File: src/rtl/erle_pkg.sv
// Shared types and constants for the escape-coded run-length block decoder.
package erle_pkg;

    localparam logic [7:0]  ESC_BYTE    = 8'hED;
    localparam int          CFG_IDX_W   = 8;
    localparam logic [CFG_IDX_W-1:0] CFG_START_ADDR = 8'd0;
    localparam logic [CFG_IDX_W-1:0] CFG_BLOCK_SIZE = 8'd1;
    localparam logic [15:0] START_RESET = 16'h4000;
    localparam logic [15:0] SIZE_RESET  = 16'hC000;
    localparam int          QDEPTH      = 3;
    localparam int          QCNT_W      = 2;

    typedef enum logic [1:0] {
        PH_IDLE,
        PH_ONE_ESC,
        PH_TWO_ESC,
        PH_HAVE_COUNT
    } t_phase;

    typedef struct packed {
        logic [15:0] dest_address;
        logic [7:0]  fill_value;
        logic [7:0]  run_length;
        logic        finished;
        logic        last_of_input;
    } t_result;

    typedef struct packed {
        logic    valid0;
        logic    valid1;
        t_result res0;
        t_result res1;
        logic    done;
    } t_dec_out;

endpackage

File: src/rtl/escape_rle_block_decoder.sv
// Top level of the escape-coded run-length block decoder with its result queue.
// One compressed byte is taken per clock cycle while o_s_tready is high. Each byte is
// decoded in the cycle it is accepted and its runs land in a three-entry result queue,
// which shows one run per cycle on the master side while i_m_tready is high. The input
// is ready whenever the queue holds at most one run, so with a ready sink a stream of
// one-run bytes flows at one byte per cycle; a lone escape and its literal give two runs.
// Configuration writes reload the decode state from the registers and are always ready.
module escape_rle_block_decoder
    import erle_pkg::*;
(
    input  logic                 i_clk,
    input  logic                 i_rst_n,
    input  logic                 i_s_tvalid,
    output logic                 o_s_tready,
    input  logic [7:0]           i_s_tdata,   // [7:0] code_byte
    output logic                 o_m_tvalid,
    input  logic                 i_m_tready,
    output logic [31:0]          o_m_tdata,   // [15:0] dest_address, [23:16] fill_value,
                                              // [31:24] run_length
    output logic                 o_m_tuser,   // [0] finished
    output logic                 o_m_tlast,   // last_of_input
    input  logic                 i_cfg_valid,
    output logic                 o_cfg_ready,
    input  logic [CFG_IDX_W-1:0] i_cfg_index,
    input  logic [15:0]          i_cfg_data
);

    t_result           r_q [QDEPTH];
    t_result           n_q [QDEPTH];
    logic [QCNT_W-1:0] r_count;
    logic [QCNT_W-1:0] n_count;
    logic [QCNT_W-1:0] base;
    logic              accept;
    logic              pop;
    t_dec_out          dec;

    assign o_cfg_ready = 1'b1;
    assign o_s_tready  = (r_count <= QCNT_W'(1));
    assign accept      = i_s_tvalid && o_s_tready;
    assign o_m_tvalid  = (r_count != '0);
    assign pop         = o_m_tvalid && i_m_tready;

    erle_decode u_decode (
        .i_clk       (i_clk),
        .i_rst_n     (i_rst_n),
        .i_accept    (accept),
        .i_code_byte (i_s_tdata),
        .i_cfg_write (i_cfg_valid && o_cfg_ready),
        .i_cfg_index (i_cfg_index),
        .i_cfg_data  (i_cfg_data),
        .o_dec       (dec)
    );

    // shift out the head, append new runs behind what stays
    always_comb begin
        base = r_count - {{(QCNT_W-1){1'b0}}, pop};
        for (int i = 0; i < QDEPTH; i++) begin
            if (pop && (i < QDEPTH - 1)) n_q[i] = r_q[(i + 1) % QDEPTH];
            else                         n_q[i] = r_q[i];
            if (dec.valid0 && (base == QCNT_W'(i)))          n_q[i] = dec.res0;
            if (dec.valid1 && (base + 2'd1 == QCNT_W'(i)))   n_q[i] = dec.res1;
        end
        n_count = base + {{(QCNT_W-1){1'b0}}, dec.valid0}
                       + {{(QCNT_W-1){1'b0}}, dec.valid1};
    end

    always_ff @(posedge i_clk) begin
        if (!i_rst_n) begin
            r_count <= '0;
        end else begin
            r_count <= n_count;
        end
    end

    always_ff @(posedge i_clk) begin
        r_q <= n_q;
    end

    assign o_m_tdata = {r_q[0].run_length, r_q[0].fill_value, r_q[0].dest_address};
    assign o_m_tuser = r_q[0].finished;
    assign o_m_tlast = r_q[0].last_of_input;

    a_partner_queued: assert property (@(posedge i_clk) disable iff (!i_rst_n)
        (o_m_tvalid && !o_m_tlast) |-> (r_count >= QCNT_W'(2)))
        else $error("first run of a pair shown without its partner queued");

    a_empty_run_finishes: assert property (@(posedge i_clk) disable iff (!i_rst_n)
        (o_m_tvalid && (o_m_tdata[31:24] == 8'd0)) |-> o_m_tuser)
        else $error("zero-length run not marked finished");

    a_done_no_push: assert property (@(posedge i_clk) disable iff (!i_rst_n)
        (accept && dec.done && !i_cfg_valid) |=> (r_count <= $past(r_count)))
        else $error("run queued after block completed");

endmodule

File: src/rtl/erle_decode.sv
// Decode state, configuration registers and per-byte run decoding.
module erle_decode
    import erle_pkg::*;
(
    input  logic                 i_clk,
    input  logic                 i_rst_n,
    input  logic                 i_accept,
    input  logic [7:0]           i_code_byte,
    input  logic                 i_cfg_write,
    input  logic [CFG_IDX_W-1:0] i_cfg_index,
    input  logic [15:0]          i_cfg_data,
    output t_dec_out             o_dec
);

    logic [15:0] r_start;
    logic [15:0] r_size;
    t_phase      r_phase;
    t_phase      n_phase;
    logic [7:0]  r_count;
    logic [7:0]  n_count;
    logic [15:0] r_addr;
    logic [15:0] n_addr;
    logic [15:0] r_left;
    logic [15:0] n_left;
    logic        r_done;
    logic        n_done;

    logic        blocked;
    logic        step;
    logic [15:0] left_m1;
    logic [15:0] left_m2;
    logic [15:0] addr_p1;
    logic [7:0]  len;
    logic [15:0] left_run;
    logic        valid0;
    logic        valid1;
    t_result     res0;
    t_result     res1;

    assign blocked  = r_done || (r_left == 16'd0);
    assign step     = i_accept && !blocked;
    assign left_m1  = r_left - 16'd1;
    assign left_m2  = r_left - 16'd2;
    assign addr_p1  = r_addr + 16'd1;
    assign len      = ({8'd0, r_count} > r_left) ? r_left[7:0] : r_count;
    assign left_run = r_left - {8'd0, len};

    // next phase
    always_comb begin
        n_phase = r_phase;
        unique case (r_phase)
            PH_IDLE: begin
                if (i_code_byte == ESC_BYTE) n_phase = PH_ONE_ESC;
            end
            PH_ONE_ESC: begin
                n_phase = (i_code_byte == ESC_BYTE) ? PH_TWO_ESC : PH_IDLE;
            end
            PH_TWO_ESC: begin
                n_phase = (i_code_byte == 8'd0) ? PH_IDLE : PH_HAVE_COUNT;
            end
            PH_HAVE_COUNT: begin
                n_phase = PH_IDLE;
            end
            default: n_phase = PH_IDLE;
        endcase
    end

    // results and data state
    always_comb begin
        valid0 = 1'b0;
        valid1 = 1'b0;
        res0   = '{dest_address: r_addr, fill_value: i_code_byte, run_length: 8'd1,
                   finished: 1'b0, last_of_input: 1'b1};
        res1   = '{dest_address: addr_p1, fill_value: i_code_byte, run_length: 8'd1,
                   finished: 1'b0, last_of_input: 1'b1};
        n_count = r_count;
        n_addr  = r_addr;
        n_left  = r_left;
        n_done  = r_done;
        unique case (r_phase)
            PH_IDLE: begin
                if (i_code_byte != ESC_BYTE) begin
                    valid0        = 1'b1;
                    res0.finished = (left_m1 == 16'd0);
                    n_addr        = addr_p1;
                    n_left        = left_m1;
                    n_done        = (left_m1 == 16'd0);
                end
            end
            PH_ONE_ESC: begin
                if (i_code_byte != ESC_BYTE) begin
                    valid0          = 1'b1;
                    res0.fill_value = ESC_BYTE;
                    res0.finished   = (left_m1 == 16'd0);
                    if (left_m1 == 16'd0) begin
                        n_addr = addr_p1;
                        n_left = left_m1;
                        n_done = 1'b1;
                    end else begin
                        valid1             = 1'b1;
                        res0.last_of_input = 1'b0;
                        res1.finished      = (left_m2 == 16'd0);
                        n_addr             = r_addr + 16'd2;
                        n_left             = left_m2;
                        n_done             = (left_m2 == 16'd0);
                    end
                end
            end
            PH_TWO_ESC: begin
                if (i_code_byte == 8'd0) begin
                    valid0          = 1'b1;
                    res0.fill_value = 8'd0;
                    res0.run_length = 8'd0;
                    res0.finished   = 1'b1;
                    n_done          = 1'b1;
                end else begin
                    n_count = i_code_byte;
                end
            end
            PH_HAVE_COUNT: begin
                valid0          = 1'b1;
                res0.run_length = len;
                res0.finished   = (left_run == 16'd0);
                n_addr          = r_addr + {8'd0, len};
                n_left          = left_run;
                n_done          = (left_run == 16'd0);
                n_count         = 8'd0;
            end
            default: ;
        endcase
    end

    always_ff @(posedge i_clk) begin
        if (!i_rst_n) begin
            r_start <= START_RESET;
            r_size  <= SIZE_RESET;
            r_phase <= PH_IDLE;
            r_count <= 8'd0;
            r_addr  <= START_RESET;
            r_left  <= SIZE_RESET;
            r_done  <= 1'b0;
        end else if (i_cfg_write) begin
            unique case (i_cfg_index)
                CFG_START_ADDR: begin
                    r_start <= i_cfg_data;
                    r_phase <= PH_IDLE;
                    r_count <= 8'd0;
                    r_addr  <= i_cfg_data;
                    r_left  <= r_size;
                    r_done  <= 1'b0;
                end
                CFG_BLOCK_SIZE: begin
                    r_size  <= i_cfg_data;
                    r_phase <= PH_IDLE;
                    r_count <= 8'd0;
                    r_addr  <= r_start;
                    r_left  <= i_cfg_data;
                    r_done  <= 1'b0;
                end
                default: ;
            endcase
        end else if (step) begin
            r_phase <= n_phase;
            r_count <= n_count;
            r_addr  <= n_addr;
            r_left  <= n_left;
            r_done  <= n_done;
        end
    end

    assign o_dec = '{valid0: step && valid0, valid1: step && valid1,
                     res0: res0, res1: res1, done: blocked};

endmodule

File: config.mk
export PLATFORM = sky130hd
export DESIGN_NAME = escape_rle_block_decoder
export DESIGN_NICKNAME = d
export VERILOG_FILES = /design/src/rtl/erle_pkg.sv /design/src/rtl/escape_rle_block_decoder.sv /design/src/rtl/erle_decode.sv
export SDC_FILE = /design/constraint.sdc
export NUM_CORES = 1
export LEC_CHECK = 0
export BUFFER_PORTS_ARGS = -buffer_cell sky130_fd_sc_hd__buf_2
export CORE_AREA = 2 2 255 131
export DETAILED_ROUTE_END_ITERATION = 6
export DIE_AREA = 0 0 257 133
export PLACE_DENSITY = 0.55
export SKIP_LAST_GASP = 1
export SYNTH_ARGS = -nofsm -noshare
export SYNTH_HDL_FRONTEND = slang
export SYNTH_SLANG_ARGS = --single-unit
File: constraint.sdc
create_clock -name i_clk -period 4.45 [get_ports i_clk]
set_clock_uncertainty 0.15 [all_clocks]
set_input_delay 0.2225 -clock i_clk [delete_from_list [all_inputs] [get_ports i_clk]]
set_output_delay 0.2225 -clock i_clk [all_outputs]
set_load 0.005 [all_outputs]
==> key figures, run 1 <==
Routing
  – Vias: 12000
  – DRT antenna net count: 0
  – Violation count after the first detailed-route iteration: roughly 1500
  – DR WL/cell: 21.8 um
  – TritonRoute pass-1 iters: 6
  – Drt total wl: 44200 um
  – DR vias/cell: 5.90
  – DRC violations left: 0

Clocking
  – Sink Count: approximately 180
  – Clk Latency, worst-skew pair: 0.45 ns
  – Clock Tree Root: clkbuf_16
  – Num CTS Buffers: 17
  – Clock buffer depth: 2
  – H-tree levels: 4
  – CTS clk-pin slew, worst paths: 0.07 ns
  – TritonCTS clock tree: yes

Die
  – Die X: 257 um
  – CORE AREA: 32300 um2
  – Initial core utilization: 0.372
  – Ports: 74
  – Die area: 34200 um2
  – Rows: 47
  – Chip Height: 133 um

GRT
  – Antenna violations before repair: 0
  – GRT overflow: 0
  – Global-route wire length before repair: 66200 um
  – Largest net degree at the start of global routing: 63
  – Vias in the first global route: 10700
  – All-Layer GR Usage: 0.254

Worst setup path
  – Reg-to-reg endpoint: o_m_tuser
  – Setup slack, reg-to-reg: 0.03 ns
  – WP data required: roughly 4.6 ns
  – Critical Path Fanout Max: 4
  – Worst Path Arrival: 4.56 ns
  – Buffers and inverters on the worst path: 4
  – CP Cell Sequence: or4_4 > or3_4 > a211oi_4 > buf_6 > buf_6 > mux2_4 > inv_2 > ha_4 > o21ai_4 > a21oi_4 > o211ai_1 > nand3_1 > or4_4 > nor4_4 > buf_4 > a21oi_4 > o221ai_2
  – FF-to-FF path depth: 17
  – Worst R2R Start: u_decode.r_left[15]
  – Worst setup startpoint: u_decode.r_left[15]
  – Slowest cell on crit path: or4_4
  – CP Capture Type: flop
  – Slowest stage delay, CP: 0.54 ns
  – Crit start category: flop
  – Crit path max-delay family: simple AND/OR/NAND/NOR gates
  – WS Path Type: reg2reg

Timing
  – Relative slew slack: 0.160
  – Tmin final: 4.42 ns
  – Worst hold margin: 0.0399 ns
  – RSZ-0062 raised after global routing: true
  – Max Clock Freq: around 0.23 GHz
  – Final worst-path cycle share: 0.993
  – Final setup violation count: 0
  – Final Hold Fails: 0
  – Max-slew violation count: 0
  – Worst Tran Pin Value: 1.26 ns
  – Setup TNS: 0 ns

Synth
  – Synth area leaders: edfxtp_1, dfxtp_1, nand2_1
  – Ys async rst share: 0
  – Distinct cells, synth: 94
  – Register area share after synthesis: 0.361
  – Syn Nets: between 1500 and 2000
  – Post-synthesis mux area share: 0.0160
  – Synth Area per Inst: 8.06 um2
  – Count leader, synth: nand2_1
  – Mapped Cells: 1489
  – Post-synthesis compound-gate area fraction: 0.245
  – Largest area contributor in the netlist: edfxtp_1
  – Number of synthesized flops with an enable pin: 75
  – Post-Synth Adder-Cell Area: 0.0436
  – Area share of the largest cell type after synthesis: 0.188
  – Simple-gate share of the synthesized area: 0.223
  – Synth Area in XOR/XNOR: 0.0320
  – Synth top cells by count: nand2_1, a21oi_1, dfxtp_1, clkbuf_1, o21ai_0
  – Largest family of logic cells by synthesized area: compound AO/OA/AOI/OAI gates
  – Dominant synthesized flop cell: dfxtp_1
  – Synth Register Bits: approximately 180
  – YS warnings: 0
  – Cell Area, Synth: 12000 um2

Finish
  – Number of antenna diodes: 0
  – Register area: 4340 um2
  – Layout area overhead: 18.6%
  – Area occupied by multi-input gates: 7050 um2
  – Fillers: 3229
  – Layout cell share with drive strength beyond 1: 0.206
  – Layout Nets: roughly 1700

Power and ir drop
  – Peak VDD IR: 0.000268 V
  – Pwr dens: roughly 500 nW/um2
  – Pleak: 5.25 nW

Status
  – Status: completed

Worst hold path
  – Hold Path Stages: 2
  – Min-delay src: i_rst_n
  – HP Class: in2reg
  – WHS Endpoint: u_decode.r_start[14]

Placed design
  – Placer Congestion: 0.982
  – DPL Wire Length: ~32000 um
  – Port bufs: 72

Run
  – Max Cap Violations: 0
==> where the power goes <==
group | leakage, nW | total [mW] | switching [mW] | internal, mW
Combinational | 3.40 | 3.06 | 1.79 | 1.26
Clock | 0.287 | 1.53 | 0.726 | 0.809
Sequential | 1.56 | 2.53 | 0.220 | 2.31
==> state kept, by name, indices dropped and copies added, names as in the netlist <==
name,cells
o_m_tdata,32
o_m_tlast,1
o_m_tuser,1
r_count,2
r_q,68
u_decode.r_addr,16
u_decode.r_count,8
u_decode.r_done,1
u_decode.r_left,16
u_decode.r_phase,2
u_decode.r_size,16
u_decode.r_start,16
==> worst max path at each step <==
stage          slack [ns]  cells after the start   endpoint
3_3_place_gp        -0.23                     14  o_m_tuser
4_1_cts            -0.003                     16  o_m_tuser
2_1_floorplan        0.02                     15  o_m_tuser
5_1_grt             -0.11                     17  o_m_tuser
6_report             0.03                     17  o_m_tuser
3_5_place_dp        -0.28                     14  o_m_tuser
==> worst register-to-register path, delay by kind of cell, from the launching register on <==
family                     cells  cell delay [ns]
adders and majority gates      1             0.21
muxes                          1             0.31
and+or+nand+nor                5             1.86
buffers and inverters          4             0.55
DFF                            1             0.32
AOI/OAI and AO/OA              6             0.85
==> layout make-up <==
cell class	count	area share
multi-input cells	1118	0.495
flip-flops and latches	179	0.305
repair buffers	220	0.110
well taps	441	0.0388
clock buffers	21	0.0346
inverters	40	0.0107
clock inverters	11	0.00633
==> kinds of logic (layout without fill, tap and decap cells) <==
| group | after synthesis | count (layout) |
|---|---|---|
| AND/OR/NAND/NOR | 569 | 569 |
| AO/OA/AOI/OAI | 447 | 447 |
| buffers and inverters | 192 | 292 |
| flip-flops | 179 | 179 |
| XOR/XNOR | 43 | 43 |
| adder cells (fa/ha/maj) | 40 | 40 |
| multiplexers | 18 | 18 |
| other | 1 | 1 |
==> metrics by stage <==
stage	setup WS (ns)	total power [mW]	area, um2	util	std cells
finish	0.0308	7.12	14200	0.441	2030
global placement	-0.233	5.31	13000	0.402	1960
global route	-0.114	7.51	14200	0.441	2030
CTS	-0.00306	6.95	14000	0.432	2023
detailed placement	-0.283	5.34	13000	0.402	1960
floorplan	0.0160	4.50	12000	-	1489
==> placed cells by master, fill, tap and decap left out, drive strengths merged, types with 7 or more instances in the layout <==
cell and instances:
ha 37, nor4 14, o211ai 16, a221oi 10, dlygate4sd3 24, nand4 15
a21o 15, nor3 33, nand2 256, and2 8, xor2 16, nor2 78
or2 8, nand2b 14, a311oi 8, o21a 9, and3 16, o22ai 18
a22oi 22, nand3b 7, o221a 18, a21oi 138, nor2b 12, mux2 9
dfxtp 104, clkbuf 21, o21bai 8, o21ai 92, or3 11, a31oi 30
buf 196, nand3 73, inv 45, mux2i 9, o221ai 7, or4 11
xnor2 27, edfxtp 75, a211oi 9
==> layer usage <==
metal / vias up / share of wire / GRT usage
met1: 5820 / 0.48 / 0.395
met3: 27 / 0.12 / 0.0885
met2: 556 / 0.39 / 0.330
li1: 5574 / - / -
met4: 0 / 0.0078 / 0.0478
met5: - / 0 / 0
==> timing repair <==
| action | 4_1_cts | 5_1_grt |
|---|---|---|
| endpoints found under the setup margin | 3 | 21 |
| resized for setup | 19 | 51 |
| hold buffers | 24 | 0 |
| setup buffers | 7 | 7 |
| hold endpoints to repair | 41 | 0 |
| pin swaps | 13 | 14 |
| gates cloned | 0 | 0 |
Power figures use the tool's default switching activity.
==> inputs of run 2 (changes only) <==
Settings changed: PLACE_DENSITY 0.55 to 0.53.
Clock period 4.45 ns to 4.2 ns, I/O delays scaled along.
==> run 2 against run 1 <==
Effect of this change: the flow now finishes with violations (setup timing); worst setup slack lost 0.18 ns; via count is 1.0% higher; clock-buffer cell count decreased by 1; fmax rose by 1.6%; first-iteration DRC count increased by 1.8%; register-to-register slack got worse by 0.18 ns; worst hold slack better by 0.025 ns; die area stayed put; core utilization increased by 2.0 points; critical path type unchanged.
==> key figures, run 2 (same netlist as run 1, synthesis figures left out) <==
Routing
  – DRT antenna net count: 0
  – TritonRoute pass-1 iters: 5
  – DR WL/cell: around 22 um
  – Violation count after the first detailed-route iteration: 1551
  – DR vias/cell: 5.87
  – DRC violations left: 0
  – Drt total wl: 46100 um
  – Vias: 12100

Clocking
  – Num CTS Buffers: 17
  – Clock Tree Root: clkbuf_16
  – Clk Latency, worst-skew pair: 0.45 ns
  – Clock buffer depth: 2
  – H-tree levels: 4
  – TritonCTS clock tree: yes
  – CTS clk-pin slew, worst paths: 0.08 ns
  – Sink Count: about 180

GRT
  – Vias in the first global route: 11000
  – GR peak layer: met1
  – Antenna violations before repair: 0
  – Largest net degree at the start of global routing: 63
  – Met1 global-route usage: 0.432
  – Met2 usage in global routing: 0.343
  – GRT overflow: 0
  – Grt met3 use: 0.0780
  – Global-route wire length before repair: 70100 um
  – All-Layer GR Usage: 0.268

Worst hold path
  – Hold Path Stages: 2
  – HP Class: in2reg
  – Min-delay src: i_rst_n
  – WHS Endpoint: u_decode.r_start[14]

Placed design
  – DPL Wire Length: around 33000 um
  – Post-Place Cells: about 2000
  – Port bufs: 72
  – Dpl ws: -0.276 ns
  – Placer Congestion: 0.902

Worst setup path
  – Worst setup startpoint: u_decode.r_left[13]
  – Reg-to-reg endpoint: u_decode.r_addr[14]
  – Critical Path Fanout Max: 7
  – WP data required: 4.40 ns
  – Setup slack, reg-to-reg: -0.15 ns
  – WS Path Type: reg2reg
  – Worst Path Arrival: 4.55 ns
  – Crit start category: flop
  – FF-to-FF path depth: 16
  – CP Capture Type: flop
  – Worst R2R Start: u_decode.r_left[13]

Timing
  – Worst hold margin: 0.0653 ns
  – Final worst-path cycle share: 1.04
  – RSZ-0062 raised after global routing: true
  – Worst Tran Pin Value: 0.998 ns
  – Final setup violation count: 9
  – Max Clock Freq: 0.230 GHz
  – Min setup slack post-route: -0.148 ns
  – Final Hold Fails: 0
  – Max-slew violation count: 0
  – Relative slew slack: 0.329
  – Tmin final: 4.35 ns

Run
  – Max Cap Violations: 0

Finish
  – Most frequent cells in the layout: nand2_1, buf_4, a21oi_1
  – Most common cell after layout, fill and taps aside: nand2_1
  – Layout cell share with drive strength beyond 1: 0.246
  – Largest register FFs: just under 70
  – Layout area overhead: 23.9%
  – Number of antenna diodes: 0
  – Layout Nets: 1686
  – Non-Filler Instances: 2063
  – Most flops, register: r_q

Status
  – Failing checks: setup timing
  – Status: finished, violations left

Power and ir drop
  – Pleak: ~5.5 nW
  – Pwr dens: a little over 500 nW/um2
  – Peak VDD IR: 0.000270 V

Die
  – Die X: approximately 260 um
  – CORE AREA: 32300 um2
  – Die area: 34200 um2
  – Initial core utilization: 0.372
  – Chip Height: 133 um
  – Rows: 47
  – Ports: 74
[run 2: changes by cell type in the layout (fill, tap and decap cells not counted), moves of 6 or more]
cell	previous run	this run
nand3_1	73	67
buf_4	119	143
nand3_2	0	6
ha_1	31	23
buf_6	4	10
ha_4	4	13
[run 2: through the flow]
stage               setup TNS [ns]  total power, mW  utilization  cell area, um2
floorplan                  -0.0462             4.79            -           12100
global placement             -1.35             5.74        0.412           13300
detailed placement           -2.03             5.77        0.412           13300
CTS                         -0.561             7.60        0.452           14600
global route                 -2.42             8.15        0.461           14900
finish                      -0.729             7.73        0.461           14900
[run 2: layer usage]
| metal | routed length (um) | part of all wire |
|---|---|---|
| met5 | 0 | 0 |
| met4 | 316 | 0.0069 |
| met3 | 5130 | 0.11 |
| met2 | 17600 | 0.38 |
| met1 | 23000 | 0.50 |
[run 2: worst max path at each step]
stage | end | slack [ns] | cells after the start
after global placement | o_m_tuser | -0.27 | 17
after CTS | r_q[35] | -0.09 | 15
after global routing | o_m_tuser | -0.26 | 15
after detailed placement | o_m_tuser | -0.28 | 17
final | u_decode.r_addr[14] | -0.15 | 16
after floorplan | o_m_tuser | -0.05 | 14
[run 2: area by class of cell]
class | instances | area, um2
inverters | 40 | 158
well taps | 441 | 552
multi-input cells | 1118 | 7370
flip-flops and latches | 179 | 4340
clock inverters | 12 | 111
clock buffers | 20 | 479
fillers | 3159 | 17400
repair buffers | 253 | 1870
[run 2: critical path, cell delays in order (launching register included)]
cell,delay (ns)
dfxtp_2,0.32
or4_4,0.55
or3_4,0.37
a211oi_4,0.24
buf_12,0.17
mux2_4,0.32
buf_4,0.14
buf_6,0.14
ha_4,0.21
a21o_1,0.24
buf_4,0.15
buf_4,0.12
a221o_1,0.43
buf_6,0.16
a31oi_4,0.14
o2111ai_2,0.14
a31o_1,0.24
[run 2: power breakdown]
group	internal (mW)	total (mW)	switching [mW]
sequential	2.45	2.68	0.227
clock	0.853	1.65	0.800
combinational	1.42	3.40	1.98
total	4.72	7.73	3.01
[run 2: what timing repair did]
action / CTS / global route
pin swaps: 38 / 39
hold endpoints to repair: 46 / 0
hold buffers: 24 / 0
resized for setup: 69 / 51
endpoints found under the setup margin: 17 / 39
buffers inserted: 11 / 8
cloned: 0 / 0
